## src/rtl/core/trzs_pkg.sv

```systemverilog
`timescale 1ns / 1ps

package trzs_pkg;

    // Sizing of the history ring and the record index
    localparam int HISTORY_DEPTH = 16;
    localparam int INDEX_BITS    = 16;
    localparam int PRE_CAP       = 16;
    localparam int PRE_LIM       = (PRE_CAP < HISTORY_DEPTH) ? PRE_CAP : HISTORY_DEPTH;
    localparam int HIST_AW       = (HISTORY_DEPTH > 1) ? $clog2(HISTORY_DEPTH) : 1;
    localparam int PRE_W         = $clog2(PRE_LIM + 1);

    // Field widths
    localparam int VALUE_W   = 16;
    localparam int OUT_IDX_W = 16;
    localparam int CHAN_W    = 10;
    localparam int PRE_CFG_W = 5;
    localparam int WIN_W     = 8;

    // Register reset values
    localparam logic [PRE_CFG_W-1:0] PRE_COUNT_RESET  = 5'd10;
    localparam logic [WIN_W-1:0]     WINDOW_LEN_RESET = 8'd40;

    // APB port
    localparam int APB_AW = 3;
    localparam int APB_DW = 32;

    // History memory access
    typedef struct packed {
        logic               wr_en;
        logic [HIST_AW-1:0] wr_addr;
        logic [VALUE_W-1:0] wr_data;
        logic               rd_en;
        logic [HIST_AW-1:0] rd_addr;
    } hist_req_t;

    // One output word
    typedef struct packed {
        logic [VALUE_W-1:0]   value;
        logic [OUT_IDX_W-1:0] index;
        logic [CHAN_W-1:0]    channel;
        logic                 last;
    } out_word_t;

    // Low bits of a record index as carried on the output
    function automatic logic [OUT_IDX_W-1:0] to_out_index(input logic [INDEX_BITS-1:0] idx);
        logic [OUT_IDX_W+INDEX_BITS-1:0] ext;
        ext = {{OUT_IDX_W{1'b0}}, idx};
        return ext[OUT_IDX_W-1:0];
    endfunction

endpackage

```

## src/rtl/core/trzs_hist_ram.sv

```systemverilog
`timescale 1ns / 1ps

module trzs_hist_ram
    import trzs_pkg::*;
(
    input  logic               clk,
    input  hist_req_t          req,
    output logic [VALUE_W-1:0] rd_data
);

    logic [VALUE_W-1:0] mem [HISTORY_DEPTH];
    logic [VALUE_W-1:0] rd_data_reg;

    // write port
    always_ff @(posedge clk)
    begin
        if (req.wr_en)
        begin
            mem[req.wr_addr] <= req.wr_data;
        end
    end

    // registered read, held while no read is issued
    always_ff @(posedge clk)
    begin
        if (req.rd_en)
        begin
            rd_data_reg <= mem[req.rd_addr];
        end
    end

    assign rd_data = rd_data_reg;

endmodule

```

## src/rtl/core/trzs_out_reg.sv

```systemverilog
`timescale 1ns / 1ps

module trzs_out_reg
    import trzs_pkg::*;
(
    input  logic      clk,
    input  logic      rst_n,
    input  logic      load,
    input  out_word_t word_in,
    output logic      free,
    output logic      out_valid,
    input  logic      out_ready,
    output out_word_t word_out
);

    logic      valid_reg;
    out_word_t word_reg;

    // slot can take a new word when empty or being drained this cycle
    assign free = !valid_reg || out_ready;

    always_ff @(posedge clk or negedge rst_n)
    begin
        if (!rst_n)
        begin
            valid_reg <= 1'b0;
        end
        else if (load)
        begin
            valid_reg <= 1'b1;
        end
        else if (out_ready)
        begin
            valid_reg <= 1'b0;
        end
    end

    always_ff @(posedge clk)
    begin
        if (load)
        begin
            word_reg <= word_in;
        end
    end

    assign out_valid = valid_reg;
    assign word_out  = word_reg;

endmodule

```

## src/rtl/core/threshold_roi_zero_suppress.sv

```systemverilog
`timescale 1ns / 1ps

// Threshold zero suppression with regions of interest.
// Input channel (in_valid/in_ready): one ADC word per item with its channel's
// threshold, channel number and end-of-record flag. Output channel
// (out_valid/out_ready): the words of each region of interest with their index
// in the record, channel number and roi_last on the final word of the region.
// A crossing emits up to pre_count stored history words, oldest first, then
// the crossing word; the next window_len-1 words follow, and a record end
// closes an open region on its current word.
// The control sequencer handles one item at a time, and each history word
// costs one read of the history memory plus one output load.
// Output stalls hold the sequencer in its emit states; the output register
// lets the next item be accepted while the last word still waits.
// Reset clears the sequencer, the record state and the output register and
// restores pre_count to 10 and window_len to 40; the history memory needs no
// clearing, only words of the current record are read back.
// pre_count and window_len are written over APB at addresses 0 and 4.
module threshold_roi_zero_suppress
    import trzs_pkg::*;
(
    input  logic                 clk,
    input  logic                 rst_n,
    // input words
    input  logic                 in_valid,
    output logic                 in_ready,
    input  logic [VALUE_W-1:0]   sample_value,
    input  logic [VALUE_W-1:0]   threshold,
    input  logic [CHAN_W-1:0]    channel_id,
    input  logic                 record_last,
    // output words
    output logic                 out_valid,
    input  logic                 out_ready,
    output logic [VALUE_W-1:0]   out_value,
    output logic [OUT_IDX_W-1:0] out_index,
    output logic [CHAN_W-1:0]    out_channel,
    output logic                 roi_last,
    // configuration
    input  logic                 psel,
    input  logic                 penable,
    input  logic                 pwrite,
    input  logic [APB_AW-1:0]    paddr,
    input  logic [APB_DW-1:0]    pwdata,
    output logic [APB_DW-1:0]    prdata,
    output logic                 pready
);

    typedef enum logic [0:0] {
        REG_PRE_COUNT,
        REG_WINDOW_LEN
    } reg_idx_t;

    typedef enum logic [2:0] {
        S_IDLE,
        S_PLAN,
        S_RD,
        S_PRE,
        S_LAST
    } state_t;

    localparam logic [INDEX_BITS-1:0] IDX_MAX = {INDEX_BITS{1'b1}};
    localparam int SUM_W = HIST_AW + 2;

    // configuration registers
    logic [PRE_CFG_W-1:0] pre_count_reg;
    logic [WIN_W-1:0]     window_len_reg;
    reg_idx_t             cfg_idx;

    // sequencer and record state
    state_t               state_reg;
    logic [VALUE_W-1:0]   val_reg;
    logic [VALUE_W-1:0]   thr_reg;
    logic [CHAN_W-1:0]    chan_reg;
    logic                 rlast_reg;
    logic                 in_win_reg;
    logic [WIN_W-1:0]     win_left_reg;
    logic [INDEX_BITS-1:0] cnt_reg;
    logic [INDEX_BITS-1:0] cur_reg;
    logic [INDEX_BITS-1:0] last_em_reg;
    logic                 em_valid_reg;
    logic [HIST_AW-1:0]   pos_reg;
    logic [PRE_W-1:0]     k_reg;
    logic                 flag_reg;

    // plan of the current item
    logic                 hit;
    logic                 emit_plan;
    logic [PRE_W-1:0]     pre_cap;
    logic [PRE_W-1:0]     pre_cur;
    logic [PRE_W-1:0]     pre_plan;
    logic [INDEX_BITS-1:0] gap;
    logic [WIN_W-1:0]     wl_new;
    logic [HIST_AW:0]     pos_inc;
    logic [HIST_AW-1:0]   pos_next;
    logic [SUM_W-1:0]     slot_sum;

    // memory, output register
    hist_req_t            hist_req;
    logic [VALUE_W-1:0]   hist_rd_data;
    logic                 out_free;
    logic                 out_load;
    out_word_t            out_word_in;
    out_word_t            out_word;

    // APB register access
    assign pready  = 1'b1;
    assign cfg_idx = reg_idx_t'(paddr[2]);

    always_ff @(posedge clk or negedge rst_n)
    begin
        if (!rst_n)
        begin
            pre_count_reg  <= PRE_COUNT_RESET;
            window_len_reg <= WINDOW_LEN_RESET;
        end
        else if (psel && penable && pwrite)
        begin
            unique case (cfg_idx)
                REG_PRE_COUNT:  pre_count_reg  <= pwdata[PRE_CFG_W-1:0];
                REG_WINDOW_LEN: window_len_reg <= pwdata[WIN_W-1:0];
            endcase
        end
    end

    always_comb
    begin
        unique case (cfg_idx)
            REG_PRE_COUNT:  prdata = {{(APB_DW-PRE_CFG_W){1'b0}}, pre_count_reg};
            REG_WINDOW_LEN: prdata = {{(APB_DW-WIN_W){1'b0}}, window_len_reg};
        endcase
    end

    assign in_ready = (state_reg == S_IDLE);

    // item plan: pre-sample count limited by cap, record start and overlap
    always_comb
    begin
        hit       = val_reg > thr_reg;
        emit_plan = in_win_reg || hit;

        if ({{(INDEX_BITS-PRE_CFG_W){1'b0}}, pre_count_reg} > INDEX_BITS'(PRE_LIM))
            pre_cap = PRE_W'(PRE_LIM);
        else
            pre_cap = PRE_W'(pre_count_reg);

        if (cnt_reg < INDEX_BITS'(pre_cap))
            pre_cur = PRE_W'(cnt_reg);
        else
            pre_cur = pre_cap;

        gap = (cnt_reg > last_em_reg) ? (cnt_reg - last_em_reg - 1'b1) : '0;

        if (em_valid_reg && (INDEX_BITS'(pre_cur) > gap))
            pre_plan = PRE_W'(gap);
        else
            pre_plan = pre_cur;

        if (in_win_reg)
            wl_new = (win_left_reg != '0) ? (win_left_reg - 1'b1) : '0;
        else
            wl_new = (window_len_reg != '0) ? (window_len_reg - 1'b1) : '0;
    end

    // ring position
    always_comb
    begin
        pos_inc = {1'b0, pos_reg} + 1'b1;
        if (pos_inc >= (HIST_AW+1)'(HISTORY_DEPTH))
            pos_next = '0;
        else
            pos_next = pos_inc[HIST_AW-1:0];

        if (SUM_W'(pos_reg) >= SUM_W'(k_reg))
            slot_sum = SUM_W'(pos_reg) - SUM_W'(k_reg);
        else
            slot_sum = SUM_W'(pos_reg) + SUM_W'(HISTORY_DEPTH) - SUM_W'(k_reg);
    end

    // memory requests and output loads
    always_comb
    begin
        hist_req.rd_en   = (state_reg == S_RD);
        hist_req.rd_addr = slot_sum[HIST_AW-1:0];
        hist_req.wr_addr = pos_reg;
        hist_req.wr_data = val_reg;
        hist_req.wr_en   = ((state_reg == S_PLAN) && !emit_plan)
                         || ((state_reg == S_LAST) && out_free);

        out_load            = ((state_reg == S_PRE) || (state_reg == S_LAST)) && out_free;
        out_word_in.channel = chan_reg;
        if (state_reg == S_PRE)
        begin
            out_word_in.value = hist_rd_data;
            out_word_in.index = to_out_index(cur_reg - INDEX_BITS'(k_reg));
            out_word_in.last  = 1'b0;
        end
        else
        begin
            out_word_in.value = val_reg;
            out_word_in.index = to_out_index(cur_reg);
            out_word_in.last  = flag_reg;
        end
    end

    // sequencer
    always_ff @(posedge clk or negedge rst_n)
    begin
        if (!rst_n)
        begin
            state_reg    <= S_IDLE;
            val_reg      <= '0;
            thr_reg      <= '0;
            chan_reg     <= '0;
            rlast_reg    <= 1'b0;
            in_win_reg   <= 1'b0;
            win_left_reg <= '0;
            cnt_reg      <= '0;
            cur_reg      <= '0;
            last_em_reg  <= '0;
            em_valid_reg <= 1'b0;
            pos_reg      <= '0;
            k_reg        <= '0;
            flag_reg     <= 1'b0;
        end
        else
        begin
            unique case (state_reg)
                S_IDLE:
                begin
                    if (in_valid)
                    begin
                        val_reg   <= sample_value;
                        thr_reg   <= threshold;
                        chan_reg  <= channel_id;
                        rlast_reg <= record_last;
                        state_reg <= S_PLAN;
                    end
                end

                S_PLAN:
                begin
                    cur_reg  <= cnt_reg;
                    k_reg    <= in_win_reg ? '0 : pre_plan;
                    flag_reg <= (wl_new == '0) || rlast_reg;

                    if (emit_plan)
                    begin
                        last_em_reg <= cnt_reg;
                    end

                    // record end closes everything
                    if (rlast_reg)
                    begin
                        in_win_reg   <= 1'b0;
                        win_left_reg <= '0;
                        em_valid_reg <= 1'b0;
                        cnt_reg      <= '0;
                    end
                    else
                    begin
                        if (emit_plan)
                        begin
                            win_left_reg <= wl_new;
                            in_win_reg   <= (wl_new != '0);
                            em_valid_reg <= 1'b1;
                        end
                        if (cnt_reg < IDX_MAX)
                        begin
                            cnt_reg <= cnt_reg + 1'b1;
                        end
                    end

                    if (!emit_plan)
                    begin
                        pos_reg   <= pos_next;
                        state_reg <= S_IDLE;
                    end
                    else if (!in_win_reg && (pre_plan != '0))
                    begin
                        state_reg <= S_RD;
                    end
                    else
                    begin
                        state_reg <= S_LAST;
                    end
                end

                S_RD:
                begin
                    state_reg <= S_PRE;
                end

                S_PRE:
                begin
                    if (out_free)
                    begin
                        k_reg     <= k_reg - 1'b1;
                        state_reg <= (k_reg == PRE_W'(1)) ? S_LAST : S_RD;
                    end
                end

                S_LAST:
                begin
                    if (out_free)
                    begin
                        pos_reg   <= pos_next;
                        state_reg <= S_IDLE;
                    end
                end

                default:
                begin
                    state_reg <= S_IDLE;
                end
            endcase
        end
    end

    trzs_hist_ram u_hist_ram (
        .clk     (clk),
        .req     (hist_req),
        .rd_data (hist_rd_data)
    );

    trzs_out_reg u_out_reg (
        .clk       (clk),
        .rst_n     (rst_n),
        .load      (out_load),
        .word_in   (out_word_in),
        .free      (out_free),
        .out_valid (out_valid),
        .out_ready (out_ready),
        .word_out  (out_word)
    );

    assign out_value   = out_word.value;
    assign out_index   = out_word.index;
    assign out_channel = out_word.channel;
    assign roi_last    = out_word.last;

endmodule

```

## config.mk

```make
export PLATFORM = sky130hd
export DESIGN_NAME = threshold_roi_zero_suppress
export DESIGN_NICKNAME = d
export VERILOG_FILES = /design/src/rtl/core/trzs_pkg.sv /design/src/rtl/core/trzs_hist_ram.sv /design/src/rtl/core/trzs_out_reg.sv /design/src/rtl/core/threshold_roi_zero_suppress.sv
export SDC_FILE = /design/constraint.sdc
export NUM_CORES = 1
export LEC_CHECK = 0
export ABC_AREA = 1
export BUFFER_PORTS_ARGS = -buffer_cell sky130_fd_sc_hd__clkbuf_2
export CORE_ASPECT_RATIO = 0.6
export CORE_MARGIN = 2
export CORE_UTILIZATION = 55
export DETAILED_ROUTE_END_ITERATION = 10
export PLACE_DENSITY = 0.83
export SLEW_MARGIN = 0
export SYNTH_ARGS = -nofsm -noshare
export SYNTH_HDL_FRONTEND = slang
export SYNTH_SLANG_ARGS = --single-unit
```

## constraint.sdc

```tcl
create_clock -name clk -period 3.8 [get_ports clk]
set_clock_uncertainty 0.1 [all_clocks]
set_input_delay 0.76 -clock clk [delete_from_list [all_inputs] [get_ports clk]]
set_output_delay 0.76 -clock clk [all_outputs]
set_load 0.05 [all_outputs]
```

Yosys cells after proc, flatten, opt, wreduce, memory -nomap -nowiden:

Memories as Yosys holds them, arrays and structs flattened. A register that Yosys moved wholly into a read port is not among the register bits.
Index checks and enable logic that the tools add are counted.

* memories: 1
* output and inout port bits: 78
* bits in writable memories: 256
* word-level logic and storage cells: 122
* register bits: 171

* bitwise logic cells: 1
* $lt $le $gt $ge: 8
* reductions and logical operators: 35
* $add $sub $neg: 11
* equal/unequal tests: 9
* mux-type cells: 36

Memory list
* u_hist_ram.mem: depth 16, width 16, read ports 1, clocked after memory_dff 1, write ports 1, line trzs_hist_ram.sv:11 `logic [VALUE_W-1:0] mem [HISTORY_DEPTH];`

Operators with widths (count)
* one-hot mux 32 bit (2 select lines): 1
* two-way mux 16 bit: 3
* two-way mux 8 bit: 5
* > comparator 16 bit: 2
* two-way mux 32 bit: 1
* two-way mux 5 bit: 5
* nonzero test 8 bit: 3
* two-way mux 3 bit: 6
* adder 16 x 1 -> 16 bit, second input constant: 1
* > comparator 5 x 16 -> 1 bit: 1
* less-than comparator 16 bit, second input constant: 1
* less-than comparator 16 x 5 -> 1 bit: 1
* two-way mux 4 bit: 4
* subtractor 16 x 1 -> 16 bit, second input constant: 1
* subtractor 16 bit: 1
* subtractor 16 x 5 -> 16 bit: 1
* subtractor 8 x 1 -> 8 bit, second input constant: 2
* one-hot mux 3 bit (5 select lines): 1
* AND reduction 2 bit: 7
* one-hot mux 5 bit (2 select lines): 1
* nonzero test 2 bit: 5
* logical NOT 8 bit: 1
* two-way mux 1 bit: 8
* inequality test 2 bit, second input constant: 4
* other kinds (19): 34

Logic depth before layout (Yosys ltp):

* depth after elaboration: 12
* gate-level depth with buffers: 30

By module:

Synthesis repeated with hierarchy kept, for this count alone.

* cell total of the unflattened synthesis: 2265
* area, all modules: 21425.5 um2

Modules (own cells, without submodules)
* trzs_hist_ram: sequential area each 8167.8 um2, instances 1, area each 11541.1 um2, cells an instance 1074
* threshold_roi_zero_suppress: sequential area each 3183.1 um2, instances 1, area each 8548.2 um2, cells an instance 1143
* trzs_out_reg: sequential area each 1316.3 um2, instances 1, area each 1336.3 um2, cells an instance 48

Least setup slack after synthesis:

No wires, ideal clock.

* kind: flip-flop to flip-flop
* start: reg cnt_reg[12]
* end: reg state_reg[1]
* stages on the path, launching flop included: 27
* required time: 3583 ps
* path buffers: 1
* arrival time: 3141 ps
* path slack: 442 ps
* path through: dfrtp_1 ha_1 nand2_1 inv_2 nand3_1 nor3_1 nand2_1 nand3_1 and2_1 buf_6 nand2_1 ha_1 inv_1 nor2_1 nor2_1 o21ai_1 a21oi_1 a311oi_4 nand3_1 nand2_1 nand3_2 inv_1 nand2_1 nand3_1 nand2_1 nand2_1 nand2_1

* word-level cells in the longest chain between the ends: 11

Ends and longest elaborated chain
* start, declared: line threshold_roi_zero_suppress.sv:77 `logic [INDEX_BITS-1:0] cnt_reg;`
* start signal, assigned: line threshold_roi_zero_suppress.sv:269 `cnt_reg <= cnt_reg + 1'b1;`
* subtractor 16 bit: line threshold_roi_zero_suppress.sv:151 `gap = (cnt_reg > last_em_reg) ? (cnt_reg - last_em_reg - 1'b1) : '0;`
* subtractor 16 x 1 -> 16 bit: line threshold_roi_zero_suppress.sv:151
* two-way mux 16 bit: line threshold_roi_zero_suppress.sv:151
* > comparator 5 x 16 -> 1 bit: line threshold_roi_zero_suppress.sv:153 `if (em_valid_reg && (INDEX_BITS'(pre_cur) > gap))`
* logical AND 1 bit: line threshold_roi_zero_suppress.sv:153
* two-way mux 5 bit *: line threshold_roi_zero_suppress.sv:153
* nonzero test 5 bit *: line threshold_roi_zero_suppress.sv:278 `else if (!in_win_reg && (pre_plan != '0))`
* logical AND 1 bit *: line threshold_roi_zero_suppress.sv:278
* two-way mux 3 bit *: line threshold_roi_zero_suppress.sv:278
* two-way mux 3 bit *: line threshold_roi_zero_suppress.sv:273 `if (!emit_plan)`
* one-hot mux 3 bit (5 select lines) *: line threshold_roi_zero_suppress.sv:227 `unique case (state_reg)`
* end signal, assigned: line threshold_roi_zero_suppress.sv:298 `state_reg <= (k_reg == PRE_W'(1)) ? S_LAST : S_RD;`
* end, declared: line threshold_roi_zero_suppress.sv:70 `state_t state_reg;`

Mark *: on every way between the ends. The rest lies on a longest branch, timed or not.
A chain may end at the register's enable or synchronous reset.

Worst setup path in the final report:

* start: reg cnt_reg[7]
* end: reg state_reg[2]

Same word-level chain as after synthesis.

==> flow_metrics.env <==
export IMPL_syn_avg_cell_area_sq_um=10.5
export IMPL_netlist_area_sq_mm=0.0205
export IMPL_status="finished, violations left"
export IMPL_largest_register="u_hist_ram.mem"
export IMPL_rsz0062_at_grt="yes"
export IMPL_path_class="flop to flop"
export IMPL_fill_cells=2602
export IMPL_syn2layout_area_growth_pct=15.5
export IMPL_die_y_um=154
export IMPL_clockBufferDepth=3
export IMPL_num_vias=15500
export IMPL_slowest_stage="dfrtp_1"
export IMPL_antenna_found_initial=1
export IMPL_overflow=0
export IMPL_cts_buffers=40
export IMPL_max_freq_mhz=254
export IMPL_grt_max_degree=108
export IMPL_die_area_sq_mm=0.0389
export IMPL_die_width_um=253
export IMPL_r2r_start="cnt_reg[7]$_DFFE_PN0P_"
export IMPL_maxCapViolCount=0
export IMPL_drive_above_1_share=0.181
export IMPL_numClockSinks=443
export IMPL_slew_headroom=0.251
export IMPL_ys_types=52
export IMPL_violations="negative setup slack"
export IMPL_async_flop_share=0.289
export IMPL_cts_tree="yes"
export IMPL_worst_path_buf_inv=2
export IMPL_cp_top_family="simple AND/OR/NAND/NOR gates"
export IMPL_io_pins=163
export IMPL_portBuffers=111
export IMPL_finalWirelength_um=52300
export IMPL_end_kind="flop"
export IMPL_setup_viol=4
export IMPL_critPathRequiredTime_ps=4140
export IMPL_avgRoutedWirePerCell_um=19.7
export IMPL_timing_final_ws_setup_ps=-135
export IMPL_seq_area_sq_mm=0.0127
export IMPL_largest_reg_flops=256
export IMPL_coreArea_sq_mm=0.0366
export IMPL_grt_usage=0.264
export IMPL_rrSetupSlack_ps=-140
export IMPL_hold_path_class="input port to asynchronous set/reset pin"
export IMPL_crit_fanout=6
export IMPL_worstPathArrival_ps=4280
export IMPL_reg2reg_to="state_reg[2]$_DFFE_PN0P_"
export IMPL_critPathMostFrequentCell="nand2_1"
export IMPL_ys_flop_type="edfxtp_1"
export IMPL_drt_iter0_drc=2169
export IMPL_clkTransAtPathRegs_ps=70
export IMPL_final_area_sq_mm=0.0237
export IMPL_synth_enable_flop_cells=315
export IMPL_syn_inst=1949
export IMPL_finalCriticalPeriod_ps=3940
export IMPL_first_pass_iters=6
export IMPL_clk_latency_ps=560
export IMPL_yosys_warnings=0
export IMPL_grt_pass1_vias=14400
export IMPL_synth_yosys_seq_area_share=0.618
export IMPL_grt_pass1_wl_um=79400
export IMPL_drc=0
export IMPL_h_tree_depth=2
export IMPL_ys_ff_latch=443
export IMPL_final_hold_violation_count=0
export IMPL_fp_row_count=54
export IMPL_dp_hpwl_um=34700
export IMPL_drv_slew=0
export IMPL_r2r_cells=26
export IMPL_finalWeightedCongestion=0.955
export IMPL_initial_core_util=0.561
export IMPL_dpl_cell_area_sq_mm=0.0221
export IMPL_start_kind="flop"
export IMPL_nNetsFinal=2273
export IMPL_cts_root_buf="clkbuf_16"
export IMPL_period_share=1.04
export IMPL_multi_input_area_sq_mm=0.00707
export IMPL_routed_via_density=5.81
export IMPL_insertedDiodeCount=0
export IMPL_worst_slew_pin_slew_ps=1120
export IMPL_ant_nets=0
export IMPL_slowest_delay_ps=460
[cells in the final DEF (no fill, tap or decap), types with 18 or more instances in the layout]
cell type	instances
nor2_1	315
edfxtp_1	315
nand2_1	311
inv_1	163
o21ai_0	148
dfrtp_1	123
clkbuf_2	110
buf_4	92
o32ai_1	66
ha_1	58
nand3_1	55
a21oi_1	48
mux2_2	42
clkbuf_16	42
conb_1	25
a31oi_1	21
xor2_1	18
[cell type report]
cell class                      count  share of cell area
Clock buffer                       62              0.0517
Clock inverter                     12             0.00317
Inverter                          174              0.0277
Multi-Input combinational cell   1255               0.299
Sequential cell                   443               0.535
Tap cell                          504              0.0266
Timing Repair Buffer              210              0.0577
[metal layers]
layer  global-route usage  share of wire  vias up  wire length [um]
met3               0.0616           0.11       96              5880
met1                0.399           0.43     7499             22500
li1                     -              -     7011                 -
met4               0.0589          0.022        0              1140
met5                    0              0        -                 0
met2                0.389           0.44      860             22800
[Yosys cell counts (3+ instances only)]
library cell	number	area, sq um
nand2_1	325	1220
o21ai_1	4	20.0
and2_1	4	25.0
inv_1	169	634
ha_1	61	763
xor2_1	20	175
or2_2	3	18.8
a211oi_1	3	22.5
inv_2	5	18.8
o22ai_1	6	37.5
nor3_1	15	75.1
nand3_2	3	30.0
nand3_1	62	310
dfrtp_1	124	3100
nor2_1	317	1190
o32ai_1	66	578
edfxtp_1	315	9460
fa_1	3	60.1
mux2_2	42	473
nor2_2	4	25.0
nand2_2	4	25.0
buf_1	4	15.0
clkbuf_1	64	240
xnor2_1	6	52.6
nor4_1	6	37.5
buf_4	25	188
a31oi_1	21	131
o21ai_0	151	756
buf_2	6	30.0
dfstp_2	4	105
nand2b_1	16	100
nand4_1	13	81.3
a21oi_1	49	245
nand3b_1	4	30.0
nor3b_1	5	37.5
[per-stage QoR]
step | worst slack, ps | utilization | hold slack, ps | setup TNS [ps] | std cells
after CTS | 9.05 | 0.641 | 286 | 0 | 2655
after floorplan | 442 | - | 319 | 0 | 1972
after detailed placement | -41.6 | 0.605 | 329 | -41.6 | 2581
final | -135 | 0.648 | 218 | -316 | 2660
after global routing | -365 | 0.648 | 322 | -1450 | 2660
after global placement | 84.4 | 0.605 | 323 | 0 | 2581
[cell families after synthesis]
logic type	Yosys count	synth area share
flops	443	0.618
buf+inv	274	0.0554
compound gates	311	0.0930
xor+xnor	26	0.0111
fa+ha+maj	64	0.0401
mux	42	0.0231
other cells	2	0.000366
simple gates	787	0.159
[worst register-to-register path: stages, from the launching register on]
cell	delay [ps]
dfrtp_1	460
ha_1	410
nand2_2	100
nor2_1	230
nor2_2	80
nand2_1	80
nand2_1	60
nand3_1	100
and2_4	210
nand2_1	120
ha_4	280
inv_2	30
nor2_2	90
nor2_1	70
o21ai_2	160
a21oi_2	100
a311oi_4	330
buf_6	190
nand2_8	90
nand2_4	100
nand2_4	60
nand2_4	70
o21bai_2	70
nand2_1	60
nand2_1	50
nand2_1	50
nand2_1	50
[how the worst max path moves through the flow]
stage	start	endpoint	slack, ps	cells after the start
final	cnt_reg[7]$_DFFE_PN0P_	state_reg[2]$_DFFE_PN0P_	-140	26
after global routing	pre_count_reg[4]$_DFFE_PN0P_	state_reg[1]$_DFFE_PN0P_	-370	26
after CTS	pre_count_reg[4]$_DFFE_PN0P_	state_reg[1]$_DFFE_PN0P_	9	24
after detailed placement	last_em_reg[1]$_DFFE_PN0P_	state_reg[1]$_DFFE_PN0P_	-40	26
after global placement	cnt_reg[13]$_DFFE_PN0P_	state_reg[1]$_DFFE_PN0P_	80	23
after floorplan	cnt_reg[12]$_DFFE_PN0P_	state_reg[1]$_DFFE_PN0P_	440	26
[what timing repair did]
action | in CTS | in global routing
gates resized for setup | 1 | 61
hold buffers | 0 | 0
endpoints found under the setup margin | 2 | 6
pin swaps | 0 | 22
endpoints found under the hold margin | 0 | 0
gates cloned | 0 | 0
setup buffers | 0 | 5
Power is not shown: default switching activity piles up to over one toggle a cycle in this logic, so the estimate is an artifact.
